### config.mk
export PLATFORM = sky130hd
export DESIGN_NAME = reorder_buffer_receiver_top_flat
export DESIGN_NICKNAME = d
export VERILOG_FILES = /design/src/sv/rbr_pkg.sv /design/src/sv/rbr_ifs.sv /design/src/sv/reorder_buffer_receiver_top.sv /design/src/flat_wrapper.sv
export SDC_FILE = /design/constraint.sdc
export NUM_CORES = 1
export LEC_CHECK = 0
export BUFFER_PORTS_ARGS = -buffer_cell sky130_fd_sc_hd__buf_2
export CAP_MARGIN = 25
export CORE_MARGIN = 2
export CORE_UTILIZATION = 27
export CTS_CLUSTER_DIAMETER = 150
export DETAILED_ROUTE_END_ITERATION = 10
export GPL_TIMING_DRIVEN = 0
export PLACE_DENSITY = 0.43
export SLEW_MARGIN = 20
export SYNTH_ARGS = -nofsm -noshare
export SYNTH_HDL_FRONTEND = slang
export SYNTH_SLANG_ARGS = --single-unit
### constraint.sdc
create_clock -name clk_i -period 4.3 [get_ports clk_i]
set_input_delay 0.86 -clock clk_i [delete_from_list [all_inputs] [get_ports clk_i]]
set_output_delay 0.86 -clock clk_i [all_outputs]
set_load 0.03 [all_outputs]
### src/sv/rbr_pkg.sv
`timescale 1ns / 1ps
// Shared constants and types of the reorder buffer receiver.
package rbr_pkg;

  localparam int WINDOW      = 32;
  localparam int PAYLOAD_MAX = 508;

  localparam int SEQ_W  = 31;
  localparam int LEN_W  = 9;
  localparam int REF_W  = 16;
  localparam int IDX_W  = $clog2(WINDOW);
  localparam int NXT_W  = SEQ_W + 1;
  localparam int DIFF_W = SEQ_W + 2;

  typedef enum logic [1:0] {
    ST_IN_ORDER  = 2'd0,
    ST_DUPLICATE = 2'd1,
    ST_BUFFERED  = 2'd2,
    ST_DROPPED   = 2'd3
  } status_e;

  typedef enum logic {
    KIND_ACK     = 1'b0,
    KIND_DELIVER = 1'b1
  } kind_e;

  typedef struct packed {
    logic [LEN_W-1:0] len;
    logic [REF_W-1:0] handle;
  } slot_t;

endpackage

### src/sv/rbr_ifs.sv
`timescale 1ns / 1ps
// Packet and result channels of the reorder buffer receiver.
interface rbr_pkt_if import rbr_pkg::*; ();
  logic             valid;
  logic             ready;
  logic [SEQ_W-1:0] seq_num;
  logic [LEN_W-1:0] pkt_len;
  logic [REF_W-1:0] payload_ref;

  modport source (output valid, output seq_num, output pkt_len, output payload_ref,
                  input ready);
  modport sink (input valid, input seq_num, input pkt_len, input payload_ref,
                output ready);
endinterface

interface rbr_res_if import rbr_pkg::*; ();
  logic             valid;
  logic             ready;
  logic             kind;
  logic [SEQ_W-1:0] out_seq;
  logic [LEN_W-1:0] out_len;
  logic [REF_W-1:0] out_ref;
  logic [1:0]       status;
  logic             last;

  modport source (output valid, output kind, output out_seq, output out_len,
                  output out_ref, output status, output last, input ready);
  modport sink (input valid, input kind, input out_seq, input out_len,
                input out_ref, input status, input last, output ready);
endinterface

### src/sv/reorder_buffer_receiver_top.sv
`timescale 1ns / 1ps
// Reorder buffer receiver of a selective-repeat link: top level.
//
// pkt_i carries one arriving data packet per transaction (sequence number,
// length, payload handle). res_o carries the results: first an
// acknowledgement with a status (in order, duplicate, buffered, dropped),
// then for an in-order packet its delivery and the deliveries of every
// consecutively numbered packet held in the window store. last marks the
// final result of each packet.
// A packet is accepted into the packet registers, and its acknowledgement is then
// placed in the output register; an in-order packet then adds its deliveries.
// The drain runs at one delivery a cycle while the receiver is ready, set by the
// single read port of the slot memory.
// Lengths and handles sit in that memory; valid bits and the next expected
// number sit in flip-flops.
// Reset clears the next expected number and all valid bits at once; no
// clearing pass is needed. A stalled receiver holds the output register and
// stalls any packet in progress; pkt_i is ready only when no packet is in progress.
module reorder_buffer_receiver_top import rbr_pkg::*; (
  input  logic       clk_i,
  input  logic       rst_ni,
  rbr_pkt_if.sink    pkt_i,
  rbr_res_if.source  res_o
);

  typedef enum logic [1:0] {S_IDLE, S_ACK, S_FIRST, S_DRAIN} state_e;

  state_e             state_q, state_d;
  logic [SEQ_W-1:0]   seq_q, seq_d;
  logic [LEN_W-1:0]   len_q, len_d;
  logic [REF_W-1:0]   ref_q, ref_d;
  status_e            cls_q, cls_d;
  logic [IDX_W-1:0]   slot_idx_q, slot_idx_d;
  logic [NXT_W-1:0]   nxt_q, nxt_d;
  logic [IDX_W-1:0]   nxt_idx_q, nxt_idx_d;
  logic [WINDOW-1:0]  valid_q, valid_d;

  logic               out_valid_q, out_valid_d;
  kind_e              out_kind_q, out_kind_d;
  logic [SEQ_W-1:0]   out_seq_q, out_seq_d;
  logic [LEN_W-1:0]   out_len_q, out_len_d;
  logic [REF_W-1:0]   out_ref_q, out_ref_d;
  status_e            out_status_q, out_status_d;
  logic               out_last_q, out_last_d;

  slot_t              mem [WINDOW];
  slot_t              rdata_q;
  logic               mem_we, mem_re;
  logic [IDX_W-1:0]   mem_raddr;

  logic               accept, out_free;
  logic [DIFF_W-1:0]  diff;
  logic [IDX_W:0]     slot_sum;
  logic [LEN_W-1:0]   len_clamped;
  logic [NXT_W-1:0]   nxt_inc;
  logic [IDX_W-1:0]   idx_inc;
  logic               run_on;

  assign accept   = pkt_i.valid && pkt_i.ready;
  assign out_free = !out_valid_q || res_o.ready;
  assign pkt_i.ready = (state_q == S_IDLE);

  assign diff = {2'b00, pkt_i.seq_num} - {1'b0, nxt_q};
  assign slot_sum = {1'b0, nxt_idx_q} + {1'b0, diff[IDX_W-1:0]};
  assign len_clamped = (int'(pkt_i.pkt_len) > PAYLOAD_MAX) ? LEN_W'(PAYLOAD_MAX)
                                                             : pkt_i.pkt_len;

  // next number and its slot after one delivery
  assign nxt_inc = nxt_q + NXT_W'(1);
  assign idx_inc = (nxt_idx_q == IDX_W'(WINDOW - 1)) ? '0 : nxt_idx_q + IDX_W'(1);
  assign run_on  = !nxt_inc[NXT_W-1] && valid_q[idx_inc];

  always_comb begin
    state_d      = state_q;
    seq_d        = seq_q;
    len_d        = len_q;
    ref_d        = ref_q;
    cls_d        = cls_q;
    slot_idx_d   = slot_idx_q;
    nxt_d        = nxt_q;
    nxt_idx_d    = nxt_idx_q;
    valid_d      = valid_q;
    out_valid_d  = out_valid_q && !res_o.ready;
    out_kind_d   = out_kind_q;
    out_seq_d    = out_seq_q;
    out_len_d    = out_len_q;
    out_ref_d    = out_ref_q;
    out_status_d = out_status_q;
    out_last_d   = out_last_q;
    mem_we       = 1'b0;
    mem_re       = 1'b0;
    mem_raddr    = idx_inc;

    unique case (state_q)
      S_IDLE: begin
        if (accept) begin
          seq_d = pkt_i.seq_num;
          len_d = len_clamped;
          ref_d = pkt_i.payload_ref;
          if (diff[DIFF_W-1]) begin
            cls_d = ST_DUPLICATE;
          end else if (diff == '0) begin
            cls_d = ST_IN_ORDER;
          end else if (diff < DIFF_W'(WINDOW)) begin
            cls_d = ST_BUFFERED;
          end else begin
            cls_d = ST_DROPPED;
          end
          slot_idx_d = (slot_sum >= (IDX_W+1)'(WINDOW))
                       ? IDX_W'(slot_sum - (IDX_W+1)'(WINDOW)) : slot_sum[IDX_W-1:0];
          state_d = S_ACK;
        end
      end
      S_ACK: begin
        if (out_free) begin
          out_valid_d  = 1'b1;
          out_kind_d   = KIND_ACK;
          out_seq_d    = seq_q;
          out_len_d    = '0;
          out_ref_d    = '0;
          out_status_d = cls_q;
          out_last_d   = (cls_q != ST_IN_ORDER);
          // keep the first copy of a repeated packet
          if (cls_q == ST_BUFFERED && !valid_q[slot_idx_q]) begin
            mem_we = 1'b1;
            valid_d[slot_idx_q] = 1'b1;
          end
          state_d = (cls_q == ST_IN_ORDER) ? S_FIRST : S_IDLE;
        end
      end
      S_FIRST: begin
        if (out_free) begin
          out_valid_d  = 1'b1;
          out_kind_d   = KIND_DELIVER;
          out_seq_d    = seq_q;
          out_len_d    = len_q;
          out_ref_d    = ref_q;
          out_status_d = ST_IN_ORDER;
          out_last_d   = !run_on;
          nxt_d        = nxt_inc;
          nxt_idx_d    = idx_inc;
          mem_re       = run_on;
          state_d      = run_on ? S_DRAIN : S_IDLE;
        end
      end
      S_DRAIN: begin
        if (out_free) begin
          out_valid_d  = 1'b1;
          out_kind_d   = KIND_DELIVER;
          out_seq_d    = nxt_q[SEQ_W-1:0];
          out_len_d    = rdata_q.len;
          out_ref_d    = rdata_q.handle;
          out_status_d = ST_IN_ORDER;
          out_last_d   = !run_on;
          valid_d[nxt_idx_q] = 1'b0;
          nxt_d        = nxt_inc;
          nxt_idx_d    = idx_inc;
          mem_re       = run_on;
          state_d      = run_on ? S_DRAIN : S_IDLE;
        end
      end
      default: state_d = S_IDLE;
    endcase
  end

  always_ff @(posedge clk_i or negedge rst_ni) begin
    if (!rst_ni) begin
      state_q     <= S_IDLE;
      nxt_q       <= '0;
      nxt_idx_q   <= '0;
      valid_q     <= '0;
      out_valid_q <= 1'b0;
    end else begin
      state_q     <= state_d;
      nxt_q       <= nxt_d;
      nxt_idx_q   <= nxt_idx_d;
      valid_q     <= valid_d;
      out_valid_q <= out_valid_d;
    end
  end

  always_ff @(posedge clk_i) begin
    seq_q        <= seq_d;
    len_q        <= len_d;
    ref_q        <= ref_d;
    cls_q        <= cls_d;
    slot_idx_q   <= slot_idx_d;
    out_kind_q   <= out_kind_d;
    out_seq_q    <= out_seq_d;
    out_len_q    <= out_len_d;
    out_ref_q    <= out_ref_d;
    out_status_q <= out_status_d;
    out_last_q   <= out_last_d;
  end

  // slot store: one write port, one registered read port
  always_ff @(posedge clk_i) begin
    if (mem_we) begin
      mem[slot_idx_q] <= '{len: len_q, handle: ref_q};
    end
    if (mem_re) begin
      rdata_q <= mem[mem_raddr];
    end
  end

  assign res_o.valid   = out_valid_q;
  assign res_o.kind    = out_kind_q;
  assign res_o.out_seq = out_seq_q;
  assign res_o.out_len = out_len_q;
  assign res_o.out_ref = out_ref_q;
  assign res_o.status  = out_status_q;
  assign res_o.last    = out_last_q;

endmodule

### src/flat_wrapper.sv
// flat-port wrapper written by rule: the top's interface ports become plain ports
module reorder_buffer_receiver_top_flat import rbr_pkg::*;
  (clk_i, rst_ni, pkt_i_valid, pkt_i_seq_num, pkt_i_pkt_len, pkt_i_payload_ref, pkt_i_ready, res_o_valid, res_o_kind, res_o_out_seq, res_o_out_len, res_o_out_ref, res_o_status, res_o_last, res_o_ready);
  rbr_pkt_if pkt_i_i ();
  rbr_res_if res_o_i ();
  input  logic clk_i;
  input  logic rst_ni;
  input wire logic [$bits(pkt_i_i.valid)-1:0] pkt_i_valid;
  input wire logic [$bits(pkt_i_i.seq_num)-1:0] pkt_i_seq_num;
  input wire logic [$bits(pkt_i_i.pkt_len)-1:0] pkt_i_pkt_len;
  input wire logic [$bits(pkt_i_i.payload_ref)-1:0] pkt_i_payload_ref;
  output wire logic [$bits(pkt_i_i.ready)-1:0] pkt_i_ready;
  output wire logic [$bits(res_o_i.valid)-1:0] res_o_valid;
  output wire logic [$bits(res_o_i.kind)-1:0] res_o_kind;
  output wire logic [$bits(res_o_i.out_seq)-1:0] res_o_out_seq;
  output wire logic [$bits(res_o_i.out_len)-1:0] res_o_out_len;
  output wire logic [$bits(res_o_i.out_ref)-1:0] res_o_out_ref;
  output wire logic [$bits(res_o_i.status)-1:0] res_o_status;
  output wire logic [$bits(res_o_i.last)-1:0] res_o_last;
  input wire logic [$bits(res_o_i.ready)-1:0] res_o_ready;
  assign pkt_i_i.valid = pkt_i_valid;
  assign pkt_i_i.seq_num = pkt_i_seq_num;
  assign pkt_i_i.pkt_len = pkt_i_pkt_len;
  assign pkt_i_i.payload_ref = pkt_i_payload_ref;
  assign pkt_i_ready = pkt_i_i.ready;
  assign res_o_valid = res_o_i.valid;
  assign res_o_kind = res_o_i.kind;
  assign res_o_out_seq = res_o_i.out_seq;
  assign res_o_out_len = res_o_i.out_len;
  assign res_o_out_ref = res_o_i.out_ref;
  assign res_o_status = res_o_i.status;
  assign res_o_last = res_o_i.last;
  assign res_o_i.ready = res_o_ready;
  reorder_buffer_receiver_top u_core (.clk_i(clk_i), .rst_ni(rst_ni), .pkt_i(pkt_i_i), .res_o(res_o_i));
endmodule
Word level (Yosys, flattened, before mapping)
Memories as Yosys holds them, arrays and structs flattened. A register that Yosys moved wholly into a read port is not among the register bits.
Index checks and enable logic that the tools add are counted.
- register bits: 195
- output and inout bits: 62
- bits of input ports: 60
- memories: 1
- bits in writable memories: 800
- word-level logic and storage cells: 128
- order comparisons: 8
- eq/ne operators: 12
- add/subtract/negate cells: 5
- reduce and logical (&&, ||, !) cells: 31
- bitwise gates (word level): 3
- mux-type cells: 51
- memory list (memory ; depth ; width ; rd ports ; clocked after Yosys merged registers in ; write ports ; line ; RTL):
    u_core.mem ; 32 ; 25 ; 1 ; 1 ; 1 ; reorder_buffer_receiver_top.sv:46 ; slot_t mem [WINDOW];
- operator list (operator ; number):
    $mux 32 ; 3
    $pmux 32 s2 ; 1
    $mux 31 ; 2
    $pmux 31 s2 ; 1
    $mux 16 ; 3
    $pmux 16 s3 ; 1
    $logic_not 33->1 ; 1
    $lt 33x6->1 const B ; 1
    $sub 31x32->33 ; 1
    $add 32x1->32 const B ; 1
    $and 32x32->32 ; 1
    $not 32->32 ; 1
    $or 32x32->32 ; 1
    $mux 9 ; 3
    $pmux 9 s3 ; 1
    $mux 1 ; 19
    $lt 5x6->1 const B ; 3
    $mux 2 ; 7
    $ne 2x1->1 const B ; 6
    $bmux 1 s5 ; 2
    $demux 1 s5 ; 2
    $ge 5x1->1 const B ; 2
    $mux 5 ; 2
    $gt 9x9->1 const B ; 1
    other kinds (22) ; 44

Depth between registers and ports, before layout
Gate-level depths: netlist (run 1).
- depth after elaboration: 9
- mapped depth: 14
- mapped depth without buffers: 14

Worst setup path after synthesis (run 1)
OpenSTA, ideal clock, no wires.
- kind: register to register
- start point: register u_core.nxt_idx_q[0]
- end point: register u_core.rdata_q[0] (netlist name)
- data required time: 3.893 ns
- stages on the path, launching flop included: 11
- library setup time: 0.407 ns
- arrival time: 4.126 ns
- setup slack: -0.232 ns
- path buffers: 1
- period minus slack after synthesis: 4.532 ns
- cells stage by stage: dfrtp_1 ha_1 and3_1 ha_1 nor2_1 clkbuf_1 mux2i_1 mux4_2 mux4_2 or3_1 nor2_1
- longest elaborated chain between the ends: 7
- elaborated cells between the ends (all ways): 8
- classes of those cells: 1 x add/sub; 1 x eq/ne; 5 x mux; 1 x reduce/logical
- RTL lines (item ; line ; RTL):
    start: declaration ; reorder_buffer_receiver_top.sv:35 ; logic [IDX_W-1:0] nxt_idx_q, nxt_idx_d;
    start signal: assignment ; reorder_buffer_receiver_top.sv:176 ; nxt_idx_q <= nxt_idx_d;
    $add 5x1->5 or $eq 5x5->1 (tied branches) ; reorder_buffer_receiver_top.sv:70 ; assign idx_inc = (nxt_idx_q == IDX_W'(WINDOW - 1)) ? '0 : nxt_idx_q + IDX_W'(1);
    $mux 5 (*) ; reorder_buffer_receiver_top.sv:70 ;
    $bmux 1 s5 (*) ; reorder_buffer_receiver_top.sv:71 ; assign run_on = !nxt_inc[NXT_W-1] && valid_q[idx_inc];
    $mux 1 (implied by the code) (*) ; reorder_buffer_receiver_top.sv:71 ;
    $logic_and 1x1->1 (*) ; reorder_buffer_receiver_top.sv:71 ;
    $mux 1 (*) ; reorder_buffer_receiver_top.sv:132, reorder_buffer_receiver_top.sv:147 ;
    $mux 1 (*) ; - ;
    named net u_core.mem_re ; reorder_buffer_receiver_top.sv:48 ; logic mem_we, mem_re;
Mark *: on every way through the listed nets, which the timed path passes. The rest lies on a longest branch. The select of a mux whose other input is x is not followed.
A chain may end at the register's enable or synchronous reset.

Final worst setup path (run 1)
- start point: register u_core.nxt_idx_q[0]
- end point: register u_core.rdata_q[19] (netlist name)
- longest elaborated chain between the ends: 7
- elaborated cells between the ends (all ways): 8
- classes of those cells: 1 x add/sub; 1 x eq/ne; 5 x mux; 1 x reduce/logical
- RTL lines (item ; line):
    $add 5x1->5 or $eq 5x5->1 (tied branches) ; reorder_buffer_receiver_top.sv:70
    $mux 5 (*) ; reorder_buffer_receiver_top.sv:70
    $bmux 1 s5 (*) ; reorder_buffer_receiver_top.sv:71
    $mux 1 (implied by the code) (*) ; reorder_buffer_receiver_top.sv:71
    $logic_and 1x1->1 (*) ; reorder_buffer_receiver_top.sv:71
    $mux 1 (*) ; reorder_buffer_receiver_top.sv:132, reorder_buffer_receiver_top.sv:147
    $mux 1 (*) ; -
    named net u_core.mem_re ; reorder_buffer_receiver_top.sv:48
Marked as above.

==> results of run 1 <==
[logic make-up after synthesis]
group / synth area share
DFF: 0.725
AOI/OAI and AO/OA: 0.0884
and+or+nand+nor: 0.0364
muxes: 0.106
buffers and inverters: 0.0186
xor gates and xnor gates: 0.0109
adders and majority gates: 0.0147
[routing by layer]
| layer | global-route usage | wire [um] | vias to the layer above |
|---|---|---|---|
| met5 | 0 | 82 | - |
| met4 | 0.0402 | 3020 | 12 |
| met3 | 0.0261 | 6290 | 186 |
| met2 | 0.269 | 61600 | 719 |
| met1 | 0.204 | 52900 | 12600 |
| li1 | - | - | 10500 |
[path summary, 6_finish.rpt]
check	cells past startpoint	startpoint	to	slack, ps
max	12	u_core.nxt_idx_q[0]	u_core.rdata_q[19]	80
min	1	rst_ni	u_core.nxt_q[13]	50
max reg2reg	12	u_core.nxt_idx_q[0]	u_core.rdata_q[19]	80
min reg2reg	1	u_core.nxt_q[23]	u_core.nxt_q[23]	500
max in group asynchronous	2	rst_ni	u_core.nxt_idx_q[0]	3670
min in group clk_i	1	pkt_i_payload_ref[9]	u_core.ref_q[9]	290
[cells in the final DEF, fill, tap and decap left out, types with 9 or more instances in the layout]
cell type / Yosys / layout
buf_8: 0 / 24
clkbuf_16: 0 / 111
clkinv_2: 0 / 11
nand2_1: 74 / 73
clkbuf_2: 0 / 30
nor2b_1: 12 / 11
clkbuf_1: 133 / 113
nor2_4: 0 / 36
o22ai_1: 101 / 101
buf_16: 0 / 22
nor2_1: 80 / 43
o21a_1: 9 / 9
dfrtp_1: 72 / 67
a21o_1: 9 / 9
clkinv_1: 0 / 31
mux4_2: 161 / 161
nand4_1: 15 / 15
a22o_1: 26 / 26
edfxtp_1: 948 / 948
mux2_2: 59 / 59
a21oi_1: 69 / 69
mux2i_1: 14 / 14
ha_1: 46 / 44
buf_2: 2 / 125
buf_4: 0 / 19
o221ai_1: 101 / 101
o21ai_0: 183 / 180
nand3_1: 33 / 32
and2_1: 15 / 14
nand2b_1: 14 / 13
buf_12: 0 / 33
inv_1: 51 / 51
nor3_1: 10 / 9
xnor2_1: 45 / 45
[per-stage QoR]
stage	util	instance area [sq um]	hold slack (ps)
2_1_floorplan	-	41800	461
3_3_place_gp	0.292	44900	493
3_5_place_dp	0.302	46500	489
4_1_cts	0.328	50400	3.51
5_1_grt	0.330	50700	10.8
6_report	0.330	50700	47.1
[flip-flops by register name, indices dropped and copies added, names as in the netlist, 2 cells and up]
register and count:
u_core.rdata_q 25, u_core.cls_q 2, u_core.valid_q 32, u_core.res_o.out_len 9
u_core.seq_q 31, u_core.state_q 2, u_core.nxt_q 32, u_core.slot_idx_q 5
u_core.mem 800, u_core.nxt_idx_q 5, u_core.res_o.out_seq 31, u_core.res_o.status 2
u_core.len_q 9, u_core.res_o.out_ref 16, u_core.ref_q 16
[repair_timing]
item	4_1_cts	5_1_grt
gates resized for setup	79	29
setup endpoints to repair	895	243
buffers inserted	20	9
endpoints found under the hold margin	0	0
pin swaps	13	9
[power breakdown]
group	internal (uW)	total (uW)	switching (uW)
registers	11900	12300	450
clock network	5330	9300	3970
logic	3210	8580	5370
total	20400	30200	9780
[layout make-up]
cell class,instances,share of cell area
repair buffers,220,0.0474
inverters,51,0.00377
plain buffers,143,0.0132
multi-input cells,1201,0.218
well taps,2044,0.0504
clock inverters,61,0.0120
clock buffers,142,0.0582
flip-flops and latches,1020,0.597
==> impl_metrics.json, run 1 <==
{
  "grt_max_degree": 54,
  "setup_viol": 0,
  "ant_nets": 0,
  "crit_arrival_ps": 4640,
  "track_usage": 0.156,
  "layout_setup_ws_ps": 83.7,
  "synth_nets": 2531,
  "cts_made_buffers": 110,
  "synthTopCellsByArea": "edfxtp_1 68%, mux4_2 8.7%, dfrtp_1 4.3%",
  "synth_top_area_cell": "edfxtp_1",
  "synth_common_cells": "948 x edfxtp_1, 183 x o21ai_0, 161 x mux4_2",
  "crit_path_max_fanout": 17,
  "root_buffer": "clkbuf_16",
  "synth_ff_type": "edfxtp_1",
  "grt_pass1_wl_um": 179000,
  "htree_levels": 3,
  "drc_errors": 0,
  "pre_cts_slack_ps": -1730,
  "avgViaCountPerCell": 4.94,
  "final_nets": 2855,
  "worstMarginPinSlew_ps": 1030,
  "crit_family": "multiplexers",
  "synth_cell_types": 76,
  "die_y_um": 397,
  "rsz0062_at_grt": "true",
  "overflow": 0,
  "synth_edf_count": 948,
  "fin_skew_ps": 50.6,
  "drive_above_1_share": 0.253,
  "pin_count": 122,
  "crit_path_cell_trace": "ha_1 > and3_1 > ha_1 > nor2_4 > clkbuf_8 > mux2i_1 > mux4_2 > mux4_2 > or3_1 > nor2_4 > buf_12 > buf_16",
  "synthesis.area_sq_um": 41800,
  "cts.clk_slew.worst_paths_ps": 60,
  "yosysTopAreaCellShare": 0.682,
  "critPathKind": "reg2reg",
  "power_leakage_uw": 0.0160,
  "n_antenna_cell": 0,
  "start_util": 0.271,
  "portBuffers": 121,
  "num_vias": 24100,
  "die_w_um": 397,
  "start_kind": "flip-flop",
  "max_stage_delay_ps": 560,
  "slew_viol_final": 0,
  "powerDensity_nw_per_um2": 595,
  "async_flop_share": 0.0706,
  "syn_avg_cell_area_sq_um": 17.2,
  "cts_buffer_depth": 3,
  "crit_slowest_cell": "mux4_2",
  "routedWlPerCell_um": 25.4,
  "end_kind": "flip-flop",
  "dp_hpwl_um": 87800,
  "hold_path_class": "in2async",
  "cts_tree": "yes",
  "maxCapViolCount": 0,
  "antenna_found_initial": 9,
  "synthToLayoutAreaGrowth_pct": 21.5,
  "place_inst": 4651,
  "core_sq_um": 154000,
  "firstDrtPassIters": 6,
  "die_area_sq_um": 158000,
  "power_uw": 30200,
  "synth_most_common_cell": "edfxtp_1",
  "cts_sinks": 1020,
  "seq_area_frac_synth": 0.725,
  "crit_required_ps": 4730,
  "cts_hold_buf": 0,
  "drt-initial-drc-count": 1973,
  "routed_wl_um": 124000,
  "fillers": 14900,
  "final-seq-area_sq_um": 30300,
  "netlist_instances": 2423,
  "min_period_ps": 4220,
  "place_congestion": 0.847,
  "stdcell_count": 4882,
  "insertion_delay_ps": 750,
  "fmax_ghz": 0.237,
  "crit_buf_inv": 3,
  "yosys_warnings": 0,
  "ys_seq_elements": 1020,
  "rows": 144,
  "grt_pass1_vias": 25000,
  "hold_violations": 0,
  "multiInputGateArea_sq_um": 11100,
  "setup_tns_ps": 0,
  "status": "completed",
  "vdd_drop_max_mv": 0.354,
  "slew_headroom": 0.310,
  "finalCritPeriodShare": 0.981
}
No activity file was read; power rests on OpenSTA's default activity.
==> run 2: changes to the inputs <==
--- a/config.mk
+++ b/config.mk
@@ -9,7 +9,8 @@
 export CAP_MARGIN = 25
 export CORE_MARGIN = 2
 export CORE_UTILIZATION = 27
-export CTS_CLUSTER_DIAMETER = 150
+export CTS_BUF_LIST = sky130_fd_sc_hd__clkbuf_8
+export CTS_CLUSTER_DIAMETER = 80
 export DETAILED_ROUTE_END_ITERATION = 10
 export GPL_TIMING_DRIVEN = 0
 export PLACE_DENSITY = 0.43
==> run 2 against run 1 <==
Net effect:
- first-iteration DRC count down 4.9%
- sequential share of layout area grew 0.47 points
- combinational power is essentially flat
- non-clock buffer count shrank 4
- global-route usage is 0.22 points higher
- setup slack gained 0.84 ps
- fmax about the same
- count of clock-buffer cells in the layout grew 37
- worst hold slack gained 87 ps
- wire length is 0.91% higher
==> impl_metrics.json, run 2 (synthesis gave the netlist of run 1 again) <==
{
  "final_nets": 2913,
  "cts_tree": "yes",
  "finalCritPeriodShare": 0.980,
  "powerDensity_nw_per_um2": 580,
  "top_regs": "u_core.mem: 800 flops, u_core.nxt_q: 32 flops, u_core.valid_q: 32 flops",
  "slew_headroom": 0.309,
  "fillers": 15000,
  "grt_max_degree": 54,
  "cts.clk_slew.worst_paths_ps": 60,
  "drc_errors": 0,
  "setup_viol": 0,
  "routedWlPerCell_um": 25.1,
  "dp_hpwl_um": 87800,
  "place_congestion": 0.847,
  "maxCapViolCount": 0,
  "min_path_cells": 1,
  "drt-initial-drc-count": 1876,
  "num_vias": 24500,
  "die_area_sq_um": 158000,
  "critPathKind": "reg2reg",
  "fmax_ghz": 0.237,
  "ant_nets": 0,
  "slew_viol_final": 0,
  "cts_sinks": 1020,
  "portBuffers": 121,
  "status": "completed",
  "root_buffer": "clkbuf_8",
  "core_sq_um": 154000,
  "crit_path_cell_trace": "ha_1 > and3_1 > ha_1 > nor2_4 > clkbuf_4 > buf_6 > clkbuf_2 > buf_8 > clkbuf_4 > mux4_2 > mux4_2 > mux2_2",
  "place_inst": 4651,
  "pin_count": 122,
  "largest-register": "u_core.mem",
  "crit_path_max_fanout": 10,
  "layout_commonest_cell": "edfxtp_1",
  "stdcell_count": 4991,
  "hold_path_class": "in2reg",
  "final-seq-area_sq_um": 30300,
  "power_leakage_uw": 0.0161,
  "multiInputGateArea_sq_um": 11100,
  "hold_violations": 0,
  "vdd_drop_max_mv": 0.325,
  "grt_pass1_vias": 25700,
  "largest_reg_flops": 800,
  "htree_levels": 4,
  "die_w_um": 397,
  "firstDrtPassIters": 5,
  "drive_above_1_share": 0.263,
  "final_util": 0.327,
  "cts_made_buffers": 172,
  "grt_pass1_wl_um": 181000,
  "start_util": 0.271,
  "crit_required_ps": 4910,
  "hold_ws_ps": 134,
  "crit_slowest_cell": "mux4_2",
  "track_usage": 0.158,
  "max_stage_delay_ps": 550,
  "routed_wl_um": 125000,
  "rsz0062_at_grt": "true",
  "insertion_delay_ps": 900,
  "crit_arrival_ps": 4820,
  "rows": 144,
  "avgViaCountPerCell": 4.91,
  "end_kind": "flip-flop",
  "cts_buffer_depth": 3,
  "start_kind": "flip-flop",
  "antenna_found_initial": 9,
  "worstMarginPinSlew_ps": 1040,
  "fin_skew_ps": 50.8,
  "die_y_um": 397,
  "reg2reg_depth": 12,
  "min_period_ps": 4220,
  "overflow": 0,
  "most-common-layout-cells": "948 x edfxtp_1, 181 x clkbuf_8, 181 x o21ai_0",
  "synthToLayoutAreaGrowth_pct": 20.6
}
==> run 2: cell count changes in the layout (fill, tap and decap cells not counted), sizes merged <==
cell and delta:
inv +66, clkbuf +37, clkinv +9, buf -5
diode +3, bufinv -2, dlygate4sd3 +1
==> run 2: report_power, final <==
group / leakage (uW) / switching, uW / total [uW] / internal (uW)
clock network: 0.00187 / 4040 / 8280 / 4240
registers: 0.00937 / 453 / 12300 / 11900
logic: 0.00487 / 5370 / 8580 / 3210
total: 0.0161 / 9860 / 29200 / 19300
==> run 2: final cells by class <==
class                           instances  share of cell area
Inverter                               51             0.00380
Buffer                                144              0.0134
Multi-Input combinational cell       1201               0.220
Clock buffer                          179              0.0489
Timing Repair Buffer                  215              0.0458
Sequential cell                      1020               0.601
Tap cell                             2044              0.0508
Clock inverter                        134              0.0157
Antenna cell                            3            0.000149
==> run 2: final timing paths <==
kind | start | to | slack [ps]
max | u_core.nxt_idx_q[0] | u_core.rdata_q[14] | 80
min | pkt_i_payload_ref[5] | u_core.ref_q[5] | 130
max reg2reg | u_core.nxt_idx_q[0] | u_core.rdata_q[14] | 80
min reg2reg | u_core.nxt_q[23] | u_core.nxt_q[23] | 500
max in group asynchronous | rst_ni | u_core.nxt_idx_q[0] | 3290
min in group asynchronous | rst_ni | u_core.nxt_q[14] | 400
==> run 2: timing repair <==
| item | CTS | global route |
|---|---|---|
| setup buffers | 20 | 3 |
| pin swaps | 13 | 6 |
| resized for setup | 79 | 30 |
| setup endpoints to repair | 895 | 314 |
| endpoints found under the hold margin | 19 | 0 |
| hold buffers | 1 | 0 |
==> run 2: critical path: cells and delay by family, from the launching register on <==
family,cells,cell delay (ps)
buffers and inverters,5,1170
adder cells (fa/ha/maj),2,620
multiplexers,3,1270
flip-flops,1,520
AND/OR/NAND/NOR,2,340
==> run 2: per-stage QoR <==
step | TNS (ps) | area (sq um) | setup WS [ps] | power (uW)
floorplan | 0 | 41800 | 42.4 | 17400
global placement | -1688270 | 44900 | -2260 | 20600
detailed placement | -542370 | 46500 | -1730 | 21100
CTS | 0 | 50100 | 23.8 | 29600
global route | -66.9 | 50300 | -66.9 | 30500
finish | 0 | 50300 | 84.5 | 29200
==> run 2: layer usage <==
layer  wire length, um  part of all wire  vias to the layer above  track usage
li1                  -                 -                    10700            -
met1             53200              0.43                    12800        0.203
met2             62300              0.50                      781        0.271
met3              6390             0.051                      187       0.0285
met4              3020             0.024                       12       0.0494
met5                81           0.00065                        -            0
